===== src/rtl/snrl_pkg.sv =====
// Package for the spiking neuron with refractory learning.
// Holds the request and result structs, register indexes and reset values.
// No dependencies; the neuron unit and the checker in rtl import it.
package snrl_pkg;

  localparam int TYPES        = 4;
  localparam int SYNAPSES_DEF = 16;

  localparam int WEIGHT_W = 8;
  localparam int MEMB_W   = 16;
  localparam int TIME_W   = 32;

  // Configuration port.
  localparam int CFG_IDX_W  = 2;
  localparam int CFG_DATA_W = 32;

  localparam logic [CFG_IDX_W-1:0] CFG_THRESHOLD   = 2'd0;
  localparam logic [CFG_IDX_W-1:0] CFG_LEARN_STEPS = 2'd1;
  localparam logic [CFG_IDX_W-1:0] CFG_REFRACTORY  = 2'd2;
  localparam logic [CFG_IDX_W-1:0] CFG_FIRE_CODE   = 2'd3;

  localparam logic [7:0]        THRESHOLD_RST   = 8'd16;
  localparam logic [7:0]        LEARN_STEPS_RST = 8'd1;
  localparam logic [TIME_W-1:0] REFRACTORY_RST  = 32'd10;
  localparam logic [1:0]        FIRE_CODE_RST   = 2'd0;

  // Request function codes.
  localparam logic FUNC_ARRIVAL = 1'b0;
  localparam logic FUNC_WRITE   = 1'b1;

  // Receptor sign for each transmitter type.
  localparam logic signed [2:0] RECEPTOR_SIGN [TYPES] = '{3'sd1, -3'sd1, 3'sd2, -3'sd2};

  typedef struct packed {
    logic                func;
    logic [1:0]          nt_type;
    logic [3:0]          synapse_id;
    logic [TIME_W-1:0]   now;
    logic [WEIGHT_W-1:0] weight_value;
  } snrl_in_t;

  typedef struct packed {
    logic       fired;
    logic [1:0] out_type;
  } snrl_out_t;

endpackage


===== src/rtl/snrl_ram.sv =====
// Generic single-clock RAM with one write port and one registered read port.
// A read and a write to the same address in one cycle return the old data.
// No dependencies.
module snrl_ram #(
  parameter int WIDTH = 8,
  parameter int DEPTH = 64
) (
  input  logic                                     clk_i,
  input  logic                                     we_i,
  input  logic [(DEPTH > 1 ? $clog2(DEPTH) : 1)-1:0] waddr_i,
  input  logic [WIDTH-1:0]                         wdata_i,
  input  logic                                     re_i,
  input  logic [(DEPTH > 1 ? $clog2(DEPTH) : 1)-1:0] raddr_i,
  output logic [WIDTH-1:0]                         rdata_o
);

  logic [WIDTH-1:0] mem_q [DEPTH];
  logic [WIDTH-1:0] rdata_q;

  always_ff @(posedge clk_i) begin
    if (we_i) begin
      mem_q[waddr_i] <= wdata_i;
    end
    if (re_i) begin
      rdata_q <= mem_q[raddr_i];
    end
  end

  assign rdata_o = rdata_q;

endmodule


===== src/rtl/spiking_neuron_with_refractory_learning_unit.sv =====
// Spiking neuron with refractory learning: one request per clock cycle while the input is not
// stalled. An accepted request passes through stage one and then the output register. The
// input stalls only while stage one holds a request behind a stalled result. The weight
// table sits in a RAM with a registered read; the request is looked up as it is accepted
// and updated as it leaves stage one, and a write made as the next request is accepted to
// the entry it reads is forwarded, so back-to-back requests to one synapse see each other.
// The membrane voltage and last firing time are registers updated in the same cycle.
// The weight RAM is not cleared: an arrival on a never-written entry reads garbage.
// Depends on snrl_pkg and snrl_ram.
module spiking_neuron_with_refractory_learning_unit #(
  parameter int SYNAPSES = snrl_pkg::SYNAPSES_DEF
) (
  input  logic                                 clk_i,
  input  logic                                 rst_ni,
  input  logic                                 cfg_we_i,
  input  logic [snrl_pkg::CFG_IDX_W-1:0]       cfg_idx_i,
  input  logic [snrl_pkg::CFG_DATA_W-1:0]      cfg_wdata_i,
  input  logic                                 in_valid_i,
  output logic                                 in_stall_o,
  input  snrl_pkg::snrl_in_t                   in_data_i,
  output logic                                 out_valid_o,
  input  logic                                 out_stall_i,
  output snrl_pkg::snrl_out_t                  out_data_o
);

  import snrl_pkg::*;

  localparam int DEPTH = SYNAPSES * TYPES;
  localparam int AW    = (DEPTH > 1) ? $clog2(DEPTH) : 1;

  // Configuration registers.
  logic [7:0]        threshold_q;
  logic [7:0]        learn_steps_q;
  logic [TIME_W-1:0] refractory_q;
  logic [1:0]        fire_code_q;

  always_ff @(posedge clk_i or negedge rst_ni) begin
    if (!rst_ni) begin
      threshold_q   <= THRESHOLD_RST;
      learn_steps_q <= LEARN_STEPS_RST;
      refractory_q  <= REFRACTORY_RST;
      fire_code_q   <= FIRE_CODE_RST;
    end else if (cfg_we_i) begin
      unique case (cfg_idx_i)
        CFG_THRESHOLD:   threshold_q   <= cfg_wdata_i[7:0];
        CFG_LEARN_STEPS: learn_steps_q <= cfg_wdata_i[7:0];
        CFG_REFRACTORY:  refractory_q  <= cfg_wdata_i[TIME_W-1:0];
        CFG_FIRE_CODE:   fire_code_q   <= cfg_wdata_i[1:0];
        default: ;
      endcase
    end
  end

  // Pipeline control.
  logic      s1_valid_q;
  snrl_in_t  s1_q;
  logic      s1_adv;
  logic      in_acc;
  logic      out_valid_q;
  snrl_out_t out_q;

  assign s1_adv     = s1_valid_q && (!out_valid_q || !out_stall_i);
  assign in_stall_o = s1_valid_q && !s1_adv;
  assign in_acc     = in_valid_i && !in_stall_o;

  // Weight RAM.
  logic                ram_we;
  logic [AW-1:0]       ram_waddr;
  logic [WEIGHT_W-1:0] ram_wdata;
  logic [AW-1:0]       rd_idx;
  logic [WEIGHT_W-1:0] ram_rdata;

  assign rd_idx = AW'({in_data_i.synapse_id, in_data_i.nt_type});

  snrl_ram #(
    .WIDTH (WEIGHT_W),
    .DEPTH (DEPTH)
  ) u_weight_ram (
    .clk_i   (clk_i),
    .we_i    (ram_we),
    .waddr_i (ram_waddr),
    .wdata_i (ram_wdata),
    .re_i    (in_acc),
    .raddr_i (rd_idx),
    .rdata_o (ram_rdata)
  );

  // Forwarding of a write that lands at the edge the next request reads.
  logic                fwd_hit_q;
  logic [WEIGHT_W-1:0] fwd_data_q;

  always_ff @(posedge clk_i or negedge rst_ni) begin
    if (!rst_ni) begin
      fwd_hit_q <= 1'b0;
    end else if (in_acc) begin
      fwd_hit_q <= ram_we && (ram_waddr == rd_idx);
    end
  end

  always_ff @(posedge clk_i) begin
    if (in_acc) begin
      fwd_data_q <= ram_wdata;
    end
  end

  always_ff @(posedge clk_i or negedge rst_ni) begin
    if (!rst_ni) begin
      s1_valid_q <= 1'b0;
    end else if (in_acc) begin
      s1_valid_q <= 1'b1;
    end else if (s1_adv) begin
      s1_valid_q <= 1'b0;
    end
  end

  always_ff @(posedge clk_i) begin
    if (in_acc) begin
      s1_q <= in_data_i;
    end
  end

  // Neuron update for the request in stage one.
  logic [MEMB_W-1:0]   membrane_q;
  logic [TIME_W-1:0]   last_fire_q;
  logic [MEMB_W-1:0]   membrane_d;
  logic [TIME_W-1:0]   last_fire_d;
  logic                s1_in_range;
  logic [WEIGHT_W-1:0] w;
  logic [TIME_W-1:0]   since;
  logic                refr;
  logic [WEIGHT_W:0]   w_plus;
  logic [WEIGHT_W-1:0] nw;
  logic                learn_fire;
  logic signed [11:0]  prod;
  logic signed [18:0]  v;
  logic signed [18:0]  v_sat;
  logic                fire;

  assign s1_in_range = {28'd0, s1_q.synapse_id} < 32'(SYNAPSES);

  always_comb begin
    w           = s1_in_range ? (fwd_hit_q ? fwd_data_q : ram_rdata) : '0;
    since       = s1_q.now - last_fire_q;
    refr        = since <= refractory_q;
    w_plus      = {1'b0, w} + {1'b0, learn_steps_q};
    // Threshold minus weight below the step count means the ceiling was reached.
    learn_fire  = {1'b0, threshold_q} < w_plus;
    if (w < threshold_q) begin
      nw = learn_fire ? threshold_q : w_plus[WEIGHT_W-1:0];
    end else begin
      nw = w;
    end
    prod  = 12'(RECEPTOR_SIGN[s1_q.nt_type]) * $signed({4'd0, w});
    v     = $signed({3'b000, membrane_q}) + 19'(prod);
    v_sat = (v > 19'sd65535) ? 19'sd65535 : v;

    fire        = 1'b0;
    membrane_d  = membrane_q;
    last_fire_d = last_fire_q;
    ram_we      = 1'b0;
    ram_waddr   = AW'({s1_q.synapse_id, s1_q.nt_type});
    ram_wdata   = s1_q.weight_value;

    if (s1_q.func == FUNC_WRITE) begin
      ram_we = s1_adv && s1_in_range;
    end else if (refr) begin
      if (learn_steps_q != '0) begin
        ram_we    = s1_adv && s1_in_range;
        ram_wdata = nw;
        fire      = learn_fire && (membrane_q >= {8'd0, threshold_q});
      end
    end else begin
      fire = v_sat >= $signed({11'd0, threshold_q});
      if (!fire) begin
        membrane_d = v_sat[18] ? '0 : v_sat[MEMB_W-1:0];
      end
    end

    if (fire) begin
      membrane_d  = '0;
      last_fire_d = s1_q.now;
    end
  end

  always_ff @(posedge clk_i or negedge rst_ni) begin
    if (!rst_ni) begin
      membrane_q  <= '0;
      last_fire_q <= '0;
    end else if (s1_adv) begin
      membrane_q  <= membrane_d;
      last_fire_q <= last_fire_d;
    end
  end

  // Output register.
  always_ff @(posedge clk_i or negedge rst_ni) begin
    if (!rst_ni) begin
      out_valid_q <= 1'b0;
    end else if (s1_adv) begin
      out_valid_q <= 1'b1;
    end else if (!out_stall_i) begin
      out_valid_q <= 1'b0;
    end
  end

  always_ff @(posedge clk_i) begin
    if (s1_adv) begin
      out_q.fired    <= fire;
      out_q.out_type <= fire ? fire_code_q : 2'd0;
    end
  end

  assign out_valid_o = out_valid_q;
  assign out_data_o  = out_q;

endmodule


===== config.mk =====
export PLATFORM = sky130hd
export DESIGN_NAME = spiking_neuron_with_refractory_learning_unit
export DESIGN_NICKNAME = d
export VERILOG_FILES = /design/src/rtl/snrl_pkg.sv /design/src/rtl/snrl_ram.sv /design/src/rtl/spiking_neuron_with_refractory_learning_unit.sv
export SDC_FILE = /design/constraint.sdc
export NUM_CORES = 1
export LEC_CHECK = 0
export BUFFER_PORTS_ARGS = -buffer_cell sky130_fd_sc_hd__buf_2
export CAP_MARGIN = 30
export CORE_UTILIZATION = 50
export CTS_CLUSTER_DIAMETER = 60
export DETAILED_ROUTE_END_ITERATION = 8
export PLACE_DENSITY_LB_ADDON = 0.2
export SYNTH_ARGS = -nofsm -noshare
export SYNTH_HDL_FRONTEND = slang
export SYNTH_SLANG_ARGS = --single-unit

===== constraint.sdc =====
create_clock -name clk_i -period 7 [get_ports clk_i]
set_clock_uncertainty 0.05 [all_clocks]
set_input_delay 1.05 -clock clk_i [delete_from_list [all_inputs] [get_ports clk_i]]
set_output_delay 1.05 -clock clk_i [all_outputs]
set_load 0.05 [all_outputs]

After elaboration in Yosys (flattened, before gate mapping) --
Memory sizes are Yosys's and may differ from the RTL's. A register that Yosys moved wholly into a read port is not among the register bits. Index checks and enable logic that the tools add are counted.
Word-level totals: flip-flop bits (word level) 159, RAM bits 512, input port bits 86, output and inout port bits 5, word-level logic and storage cells 84, memories kept 1
Memories:
- u_weight_ram.mem_q | words 64, width 8, read ports 1, clocked after Yosys merged registers in 1, write ports 1, line snrl_ram.sv:17 | logic [WIDTH-1:0] mem_q [DEPTH];
Operators by class: add/sub/neg operators 3, multiply operators 1, order comparisons 7, equality and inequality tests 8, mux-type cells 27, bitwise logic cells 1, reductions and logical operators 19
Operators with widths (count):
- $mux W16 | 5
- $mux W8 | 6
- $le A32 B32 Y1 | 1
- $sub A32 B32 Y32 | 1
- $ge A19 B9 Y1 | 1
- $mux W19 | 1
- $add A17 B12 Y18 | 1
- $gt A18 B17 Y1 const B | 1
- $ge A16 B8 Y1 | 1
- $mul A3 B9 Y12 | 1
- $mux W1 | 12
- $reduce_and A2 Y1 | 5
- $add A8 B8 Y9 | 1
- $lt A8 B9 Y1 | 1
- $lt A8 B8 Y1 | 1
- $reduce_bool A8 Y1 | 1
- $bmux W3 S2 | 1
- $eq A6 B6 Y1 | 1
- $mux W3 | 2
- $ne A2 B1 Y1 const B | 3
- $logic_and A1 B1 Y1 | 5
- $eq A2 B2 Y1 const B | 2
- $logic_not A1 Y1 | 4
- $reduce_and A4 Y1 | 1
- 7 further kinds | 7

Depth between registers and ports, before layout --
Gate-level depths: netlist (run 1).
word-level depth 13, mapped depth 31, depth with buffers taken out 27

Modules after synthesis --
Synthesis (run 1) repeated with hierarchy kept, for this count alone.
Unflattened totals: cell total of the unflattened synthesis 1990, area, all modules 31327.5 µm²
By module, submodules not included:
- snrl_ram | times used 1, cells each 940, area each 20246.9 µm², seq. area each 15615.0 µm²
- spiking_neuron_with_refractory_learning_unit | times used 1, cells each 1050, area each 11080.6 µm², seq. area each 4274.1 µm²

Worst setup path after synthesis (run 1) --
OpenSTA, ideal clock, no wires.
kind register to register, start point register s1_q[8] (netlist name), end point register fwd_data_q[5] (data pin), setup time 0.710 ns, data arrival time 6.763 ns, data required time 6.240 ns, slack -0.523 ns, stages on the path, launching flop included 24, path buffers 1, period minus slack after synthesis 7.523 ns, cell sequence edfxtp_1 -> inv_1 -> ha_1 -> inv_1 -> fa_1 -> a211oi_1 -> o211ai_1 -> nand3_1 -> a211oi_1 -> o211ai_1 -> a21oi_1 -> a21o_1 -> a21oi_1 -> xnor2_1 -> ha_1 -> nand4_2 -> nor4_2 -> a2111oi_0 -> a31o_1 -> a21o_2 -> and2_1 -> nor2b_1 -> buf_1 -> o21ai_0
On the way: longest elaborated chain between the ends 4
RTL lines:
- start, declared | line spiking_neuron_with_refractory_learning_unit.sv:56 | snrl_in_t s1_q;
- start signal, assigned | line spiking_neuron_with_refractory_learning_unit.sv:118 | s1_q <= in_data_i;
- $sub A32 B32 Y32 | line spiking_neuron_with_refractory_learning_unit.sv:143 | since = s1_q.now - last_fire_q;
- $le A32 B32 Y1 | line spiking_neuron_with_refractory_learning_unit.sv:144 | refr = since <= refractory_q;
- $mux W8 | line spiking_neuron_with_refractory_learning_unit.sv:166 | end else if (refr) begin
- $mux W8 | line spiking_neuron_with_refractory_learning_unit.sv:164 | if (s1_q.func == FUNC_WRITE) begin
- named net ram_wdata[5] | line spiking_neuron_with_refractory_learning_unit.sv:69 | logic [WEIGHT_W-1:0] ram_wdata;
- end signal, assigned | line spiking_neuron_with_refractory_learning_unit.sv:102 | fwd_data_q <= ram_wdata;
- end, declared | line spiking_neuron_with_refractory_learning_unit.sv:90 | logic [WEIGHT_W-1:0] fwd_data_q;
The timed path passes the listed nets, and every way through them passes these cells. A chain may end at the register's enable or synchronous reset.

Worst setup path in the final report (run 1) --
start point register fwd_hit_q, end point register last_fire_q[31]
On the way: longest elaborated chain between the ends 9, elaborated cells between the ends (all ways) 13, classes of those cells 2 x add/sub; 1 x mul; 3 x order compare; 5 x mux; 2 x reduce/logical
RTL lines:
- start, declared | line spiking_neuron_with_refractory_learning_unit.sv:89 | logic fwd_hit_q;
- start signal, assigned | line spiking_neuron_with_refractory_learning_unit.sv:96 | fwd_hit_q <= ram_we && (ram_waddr == rd_idx);
- $mux W8 * | line spiking_neuron_with_refractory_learning_unit.sv:142 | w = s1_in_range ? (fwd_hit_q ? fwd_data_q : ram_rdata) : '0;
- $mul A3 B9 Y12 | line spiking_neuron_with_refractory_learning_unit.sv:153 | prod = 12'(RECEPTOR_SIGN[s1_q.nt_type]) * $signed({4'd0, w});
- $add A17 B12 Y18 | line spiking_neuron_with_refractory_learning_unit.sv:154 | v = $signed({3'b000, membrane_q}) + 19'(prod);
- $gt A18 B17 Y1 | line spiking_neuron_with_refractory_learning_unit.sv:155 | v_sat = (v > 19'sd65535) ? 19'sd65535 : v;
- $mux W19 | line spiking_neuron_with_refractory_learning_unit.sv:155
- $ge A19 B9 Y1 | line spiking_neuron_with_refractory_learning_unit.sv:173 | fire = v_sat >= $signed({11'd0, threshold_q});
- $mux W1 * | line spiking_neuron_with_refractory_learning_unit.sv:166
- $mux W1 * | line spiking_neuron_with_refractory_learning_unit.sv:164
- $reduce_and A2 Y1 (no source line) *
- end signal, assigned | line spiking_neuron_with_refractory_learning_unit.sv:191 | last_fire_q <= last_fire_d;
- end, declared | line spiking_neuron_with_refractory_learning_unit.sv:124 | logic [TIME_W-1:0] last_fire_q;
Every way passes the cells marked *; elsewhere a longest branch is shown, timed or not.

==> results list, run 1 <==
- Status: finished clean
- The critical path is of the reg2reg type.
* Port Buffers: 90
- Summed over all failing endpoints, the final setup total negative slack is 0 ps.
- After layout, the worst setup slack is about 350 ps.
- Clock edge transition at the registers on the reported setup and hold paths: 60 ps
- Number of distinct library cell variants in the gate-level netlist after synthesis: between 80 and 90
* Leakage component of the power: 13.2 nW
- Number of antenna-violating nets in the routed design: 0
- Number of enable flip-flop cells after synthesis: 578
- Ant diodes: 0
- Entering global routing, the biggest net connects 73 pins.
* Max IR drop VDD: roughly 260 uV
* Number of global-route vias before repair: 17520
- Via count of the routed design: 17151
- The mapped netlist covers 0.0312 mm^2.
- Path type of the worst min-delay path: in2async
* Unrepaired setup endpoints after global routing: no
- After synthesis, the share of flip-flops with an asynchronous set or reset is 14.9%.
- Reg-to-reg slack, setup: 350 ps
- Vertical die dimension: 252 um
* DIE WIDTH: around 250 um
- Share of the synthesized area in the top cell type: 55.7%
* Detailed-route wire length per cell: between 20 and 25 um
- Post-CTS Hold Fix Bufs: 0
* Remaining routing DRC violations: 0
- Inserted Clock Buffers: 74
- For this run, the post-layout net count is 2318.
- The die covers 0.0633 mm^2.
- Actual transition at the worst max-transition pin: about 980 ps
* Most numerous cell on the critical path: fa_1
- Summed over all instances, the cell type with the most area after synthesis is edfxtp_1.
* Fraction of the core area covered by cells at the end of the flow: between 50% and 60%
- Setup Slack @ Placement: approximately 140 ps
- The final count of pins violating max slew came to 0.
- Source-to-sink clock delay at the later pin of the worst-skew pair: slightly above 600 ps
* Htree depth: 3
- Effective utilization at floorplan: 50.6%
- Setup violations remaining at the end of the flow were counted as 0.
- Total gr overflow: 0
* Endpoint arrival time on the critical path: 7090 ps
* Required time of the critical path: 7440 ps
* Main synth FF type: edfxtp_1
- In this run the critical register-to-register path is captured at last_fire_q[31].
- The worst pin sits at a relative slew slack of 34.7%.
* Element type at the critical path start: flop
- Power comes to 13.9 mW.
* Startpoint of the worst setup timing path: fwd_hit_q
- CTS Root Cell: clkbuf_16
- The worst register-to-register path begins at fwd_hit_q.
- The initial antenna violation count came to 2.
- Top Ports: 91
* Core Box Area: 0.0616 mm^2
- The library cell used most frequently in the layout, excluding fill and tap cells, is edfxtp_1.
- Worst Reg-to-Reg Cells: 28
- First-pass iteration count of the detailed router: 6
- On the worst path, the slowest cell contributes a delay of 580 ps.
- Across the run, the number of max-cap violations was 0.
* Critical-path cell with the highest stage delay: fa_1
- In the layout the commonest cells are 578 x edfxtp_1, 168 x mux4_2, 139 x ha_1, 130 x nor2_1, 112 x inv_1.
- Sequential cells were found to cover between 60% and 70% of the synthesized design area.
- Count of synthesis-stage warnings from yosys: 0
- Maximum clock frequency: between 0.15 and 0.2 GHz
* Sort of element at the end of the critical path: flop
- By area the synthesized netlist is led by edfxtp_1 56%, mux4_2 12%, dfrtp_1 7.8%.
- Std cell rows: 91
- Number of instances in the synthesized netlist: between 1500 and 2000
- Syn-to-layout area delta: 14.8%
* Layout cell share with drive strength beyond 1: 27.6%
* Net count after synthesis: 2119
- For this block, the initial DRC count from the detailed router was 1396.
* Post-layout min period: roughly 6700 ps
* Areal power density over the cells: 388 mW/mm^2
- Portion of the clock cycle consumed by the worst path in the final layout: between 90% and 100%
- Buffer levels on the longest clock path: 3
- Of all nets on the critical path, the largest fanout is 8.
- Overall Global Routing Usage: 22.5%
- Average cell area after synthesis: 16.6 um^2
- Clock tree synthesis found a total of 679 sinks.
- Gpl congestion: 0.886
* Global-route wire length before repair: ~110000 um
- The final hold violation count is 0.
- Counting flops and latches in the post-synthesis netlist gives 679.
- Dpl hpwl: 45800 um
* CTS tree: yes
- In the routed layout, each cell is associated on average with a via count of 5.77.
- The final layout contains routed wiring with a total length of approximately 70000 um.
==> final cells by class <==
type                            instances  area, um^2
Inverter                              114         428
Sequential cell                       679       19900
Clock inverter                         46         475
Tap cell                              837        1050
Multi-Input combinational cell       1014       10600
Timing Repair Buffer                  191        1360
Fill cell                            4615       25800
Clock buffer                           90        1970
==> routing by layer <==
| metal | track usage [%] | vias to the layer above | wire length (um) |
|---|---|---|---|
| met1 | 31.2 | 8781 | 30200 |
| met5 | 0 | - | 30 |
| met4 | 7.33 | 4 | 1910 |
| met3 | 3.94 | 126 | 3900 |
| li1 | - | 7724 | - |
| met2 | 36.4 | 516 | 34000 |
==> synthesized netlist by cell type (6+ instances only) <==
library cell / number
edfxtp_1: 578
mux4_2: 168
ha_1: 140
nor2_1: 130
inv_1: 113
dfrtp_1: 97
a21oi_1: 57
nand2_1: 55
mux2_2: 49
o21ai_0: 48
clkbuf_1: 41
mux2_4: 30
nand3_1: 24
xnor2_1: 22
xor2_1: 20
a21o_1: 19
buf_1: 19
o21a_1: 19
fa_1: 18
nor2b_1: 16
nor3_1: 16
and2_1: 14
a211oi_1: 13
o211ai_1: 13
nand2b_1: 12
mux2i_1: 11
nand4_1: 9
a32o_1: 8
o21bai_1: 6
o31a_1: 6
==> flip-flops by register name, summed over array words and instances, names as in the netlist, 8 cells and up <==
name and count:
refractory_q 32, last_fire_q 32, learn_steps_q 8, membrane_q 16
u_weight_ram.mem_q 512, s1_q 41, fwd_data_q 8, u_weight_ram.rdata_o 8
threshold_q 8
==> critical path: cells and delay by family, from the launching register on <==
kind / cells / cell delay, ps
fa+ha+maj: 6 / 2320
compound gates: 9 / 1390
simple gates: 7 / 1310
mux: 2 / 500
flops: 1 / 470
buf+inv: 4 / 450
==> report_power, final <==
| group | internal [mW] | switching [mW] |
|---|---|---|
| Clock | 2.26 | 1.62 |
| Combinational | 1.65 | 2.70 |
| Sequential | 5.49 | 0.162 |
| Total | 9.40 | 4.49 |
==> through the flow <==
step                      instances  hold WS, ps  cell area [um^2]
final                          2971          296             35800
after global routing           2971          304             35800
after CTS                      2966          270             35700
after detailed placement       2830          442             33200
after global placement         2828          432             33200
after floorplan                1875          407             31200
==> cells by family (layout without fill, tap and decap cells) <==
family / count (synthesis) / after routing / synth area share [%]
flops: 679 / 679 / 63.8
fa+ha+maj: 158 / 158 / 6.78
mux: 258 / 258 / 15.7
simple gates: 318 / 318 / 4.91
compound gates: 238 / 238 / 5.21
buf+inv: 182 / 441 / 2.41
xor+xnor: 42 / 42 / 1.18
==> what timing repair did <==
| item | CTS | global route |
|---|---|---|
| endpoints found under the hold margin | 0 | 0 |
| setup buffers | 0 | 1 |
| resized for setup | 0 | 9 |
| setup endpoints to repair | 0 | 36 |
==> how the worst max path moves through the flow <==
| stage | slack, ps | end |
|---|---|---|
| final | 350 | last_fire_q[31] |
| after global routing | 20 | last_fire_q[13] |
| after CTS | 100 | last_fire_q[31] |
| after detailed placement | 140 | last_fire_q[13] |
| after global placement | 270 | last_fire_q[31] |
| after floorplan | -520 | fwd_data_q[5] |
Power figures use the tool's default switching activity.
==> run 2: changes to the inputs <==
- CAP_MARGIN: 30 -> default
- CORE_ASPECT_RATIO: default -> 0.8
==> run 2 against run 1 <==
Net effect:
- clock-buffer cell count fell by 1
- die area about the same
- first-iteration DRC count increased by 28%
- flip-flop and latch count stayed put
- total power fell by 0.17%
- non-clock buffer count rose by 12
- via count grew 1.3%
- global-route usage grew 0.80 points
- fmax rose by 0.19%
- highest routed layer unchanged
==> results list, run 2 (synthesis gave the netlist of run 1 again) <==
- The critical path starts at fwd_hit_q.
* Syn-to-layout area delta: 14.7%
* Final hold viol count: 0
- Entering global routing, the biggest net connects about 130 pins.
- During placement, the flow inserted port buffers numbering 90.
- Fraction of the core area covered by cells at the end of the flow: 58.2%
* Final nets: approximately 2300
- After the flow finishes, the layout carries non-filler instances totaling between 2000 and 3000.
* First-pass iteration count of the detailed router: 5
- Std cell rows: 81
- For the worst setup path, the data arrival time is 7080 ps.
- Once detailed placement completed, the half-perimeter wirelength came to 48000 um.
- Counting cells, the worst reg-to-reg path comes to 26.
- The initial antenna violation count came to 3.
- Post-CTS Hold Fix Bufs: 0
- Element type at the critical path start: flop
- The critical path is of the reg2reg type.
- In this run the critical register-to-register path is launched from fwd_hit_q.
- The routed layout has 17372 vias.
* Areal power density over the cells: slightly below 400 mW/mm^2
- The worst register-to-register path has a setup slack of 360 ps.
- Across the VDD grid, the largest voltage drop is roughly 310 uV.
- Post-layout min period: 6640 ps
* Status: finished clean
- The final count of pins violating max slew is 0.
* Top Ports: slightly above 90
* Remaining routing DRC violations: 0
* Commonest non-fill, non-tap cell in the layout: edfxtp_1
* Number of antenna-violating nets in the routed design: 0
* Maximum clock frequency: 0.151 GHz
- In this run the clock root is driven by a clkbuf_16.
* Required time of the critical path: 7440 ps
- Most frequent cells in the layout: 578 x edfxtp_1, 168 x mux4_2, 136 x ha_1, 129 x nor2_1, 110 x inv_1
- Overall Global Routing Usage: 23.3%
* Worst flop-to-flop path endpoint: last_fire_q[8]
- Global-route wire length before repair: 108000 um
- The worst setup path is captured at a flop.
* Number of placed cells counting well taps: 2832
* Leakage component of the power: 13.2 nW
- Gpl congestion: ~0.9
* Htree depth: 3
* Layout cell share with drive strength beyond 1: approximately 28%
* Path type of the worst min-delay path: in2async
* Die area: ~0.063 mm^2
- Buffer levels on the longest clock path: 3
* CTS tree: yes
- From bottom edge to top edge, the die measures 225 um.
- Detailed-route wire length per cell: 24.4 um
- The number of clock buffers added by TritonCTS is 71.
* Portion of the clock cycle consumed by the worst path in the final layout: 94.8%
- The core region is 0.0614 mm^2.
- Of all nets on the critical path, the largest fanout is 8.
- Number of flip-flops in the largest register: 512
- The tree built by TritonCTS fans out to 679 sinks.
- Once the floorplan was initialized, standard cells occupied 50.8% of the core.
- Max-cap violations in this run came to 0.
- More flip-flops sit in one register than any other, and that register is u_weight_ram.mem_q.
- DIE WIDTH: roughly 280 um
- Regs by FF count: u_weight_ram.mem_q: 512 flops, s1_q: 41 flops
* Source-to-sink clock delay at the later pin of the worst-skew pair: 630 ps
* Relative slew slack: between 30% and 40%
* Detailed Route Iter0 Violations: 1791
* Count of final setup violators: 0
* Clock edge transition at the registers on the reported setup and hold paths: about 60 ps
- After global routing the overflow that remains totals 0.
- For the pin with the worst max-slew slack, the measured transition is around 1000 ps.
- Ant diodes: 0
* Overall power consumption: 13.9 mW
- Wires add up to 72400 um.
- Number of global-route vias before repair: 17271
- Using the TritonRoute via totals, the vias-per-cell ratio works out to 5.85.
[run 2: cell types whose count changed in the layout (fill, tap and decap cells not counted), sizes merged]
cell / before / now
inv: 121 / 120
bufinv: 6 / 1
clkinv: 27 / 30
clkbuf: 93 / 92
clkinvlp: 6 / 3
buf: 188 / 200
[run 2: area by class of cell]
type	count	area, um^2
clock buffer	89	1940
multi-input combinational	1014	10700
fill	4737	25600
inverter	114	428
tap	830	1040
timing repair buffer	203	1480
clock inverter	40	314
sequential	679	19900
[run 2: metrics by stage]
step           hold WS, ps  setup slack (ps)  setup TNS, ps  instance area, um^2
3_5_place_dp           440             -61.4           -665                33300
3_3_place_gp           425              92.4              0                33300
4_1_cts                348              73.0              0                35600
6_report               360               363              0                35800
2_1_floorplan          407              -523         -67980                31200
5_1_grt                364             -8.30          -67.1                35800
[run 2: worst max-delay path by stage]
| stage | to | slack, ps | cells past startpoint |
|---|---|---|---|
| after floorplan | fwd_data_q[5] | -520 | 23 |
| after global placement | last_fire_q[13] | 90 | 29 |
| after detailed placement | last_fire_q[13] | -60 | 29 |
| after CTS | last_fire_q[19] | 70 | 27 |
| after global routing | last_fire_q[15] | -8 | 27 |
| final | last_fire_q[8] | 360 | 26 |
[run 2: what timing repair did]
action	4_1_cts	5_1_grt
cloned	0	3
buffers inserted	0	5
pin swaps	0	7
gates resized for setup	2	20
endpoints found under the setup margin	32	50
[run 2: critical path, cell delays in order, from the launching register on]
cell and delay [ps]:
dfrtp_2 460, buf_4 150, mux2i_2 290, inv_1 180
nor2_1 180, fa_1 440, fa_1 470, ha_1 310
ha_2 390, nand3_1 90, o211a_1 280, a211oi_2 320
or4_1 170, nand3_2 110, or3_1 430, nor2b_1 160
ha_1 270, nor2b_1 40, o21ai_0 170, nand3_1 90
a21oi_1 170, o21ai_2 90, o2111ai_2 90, o22ai_4 100
or3_4 480, clkbuf_16 220, mux2_4 300
[run 2: where the power goes]
part,internal [mW],switching [mW]
Sequential,5.47,0.165
Combinational,1.76,2.84
Clock,2.03,1.60
Total,9.26,4.61
[run 2: metal layers]
layer	vias to the layer above	global-route usage (%)	wire length (um)
met3	98	5.85	6050
met1	8906	36.2	33700
met2	617	32.8	31300
li1	7749	-	-
met5	-	0	12
met4	2	5.62	1420
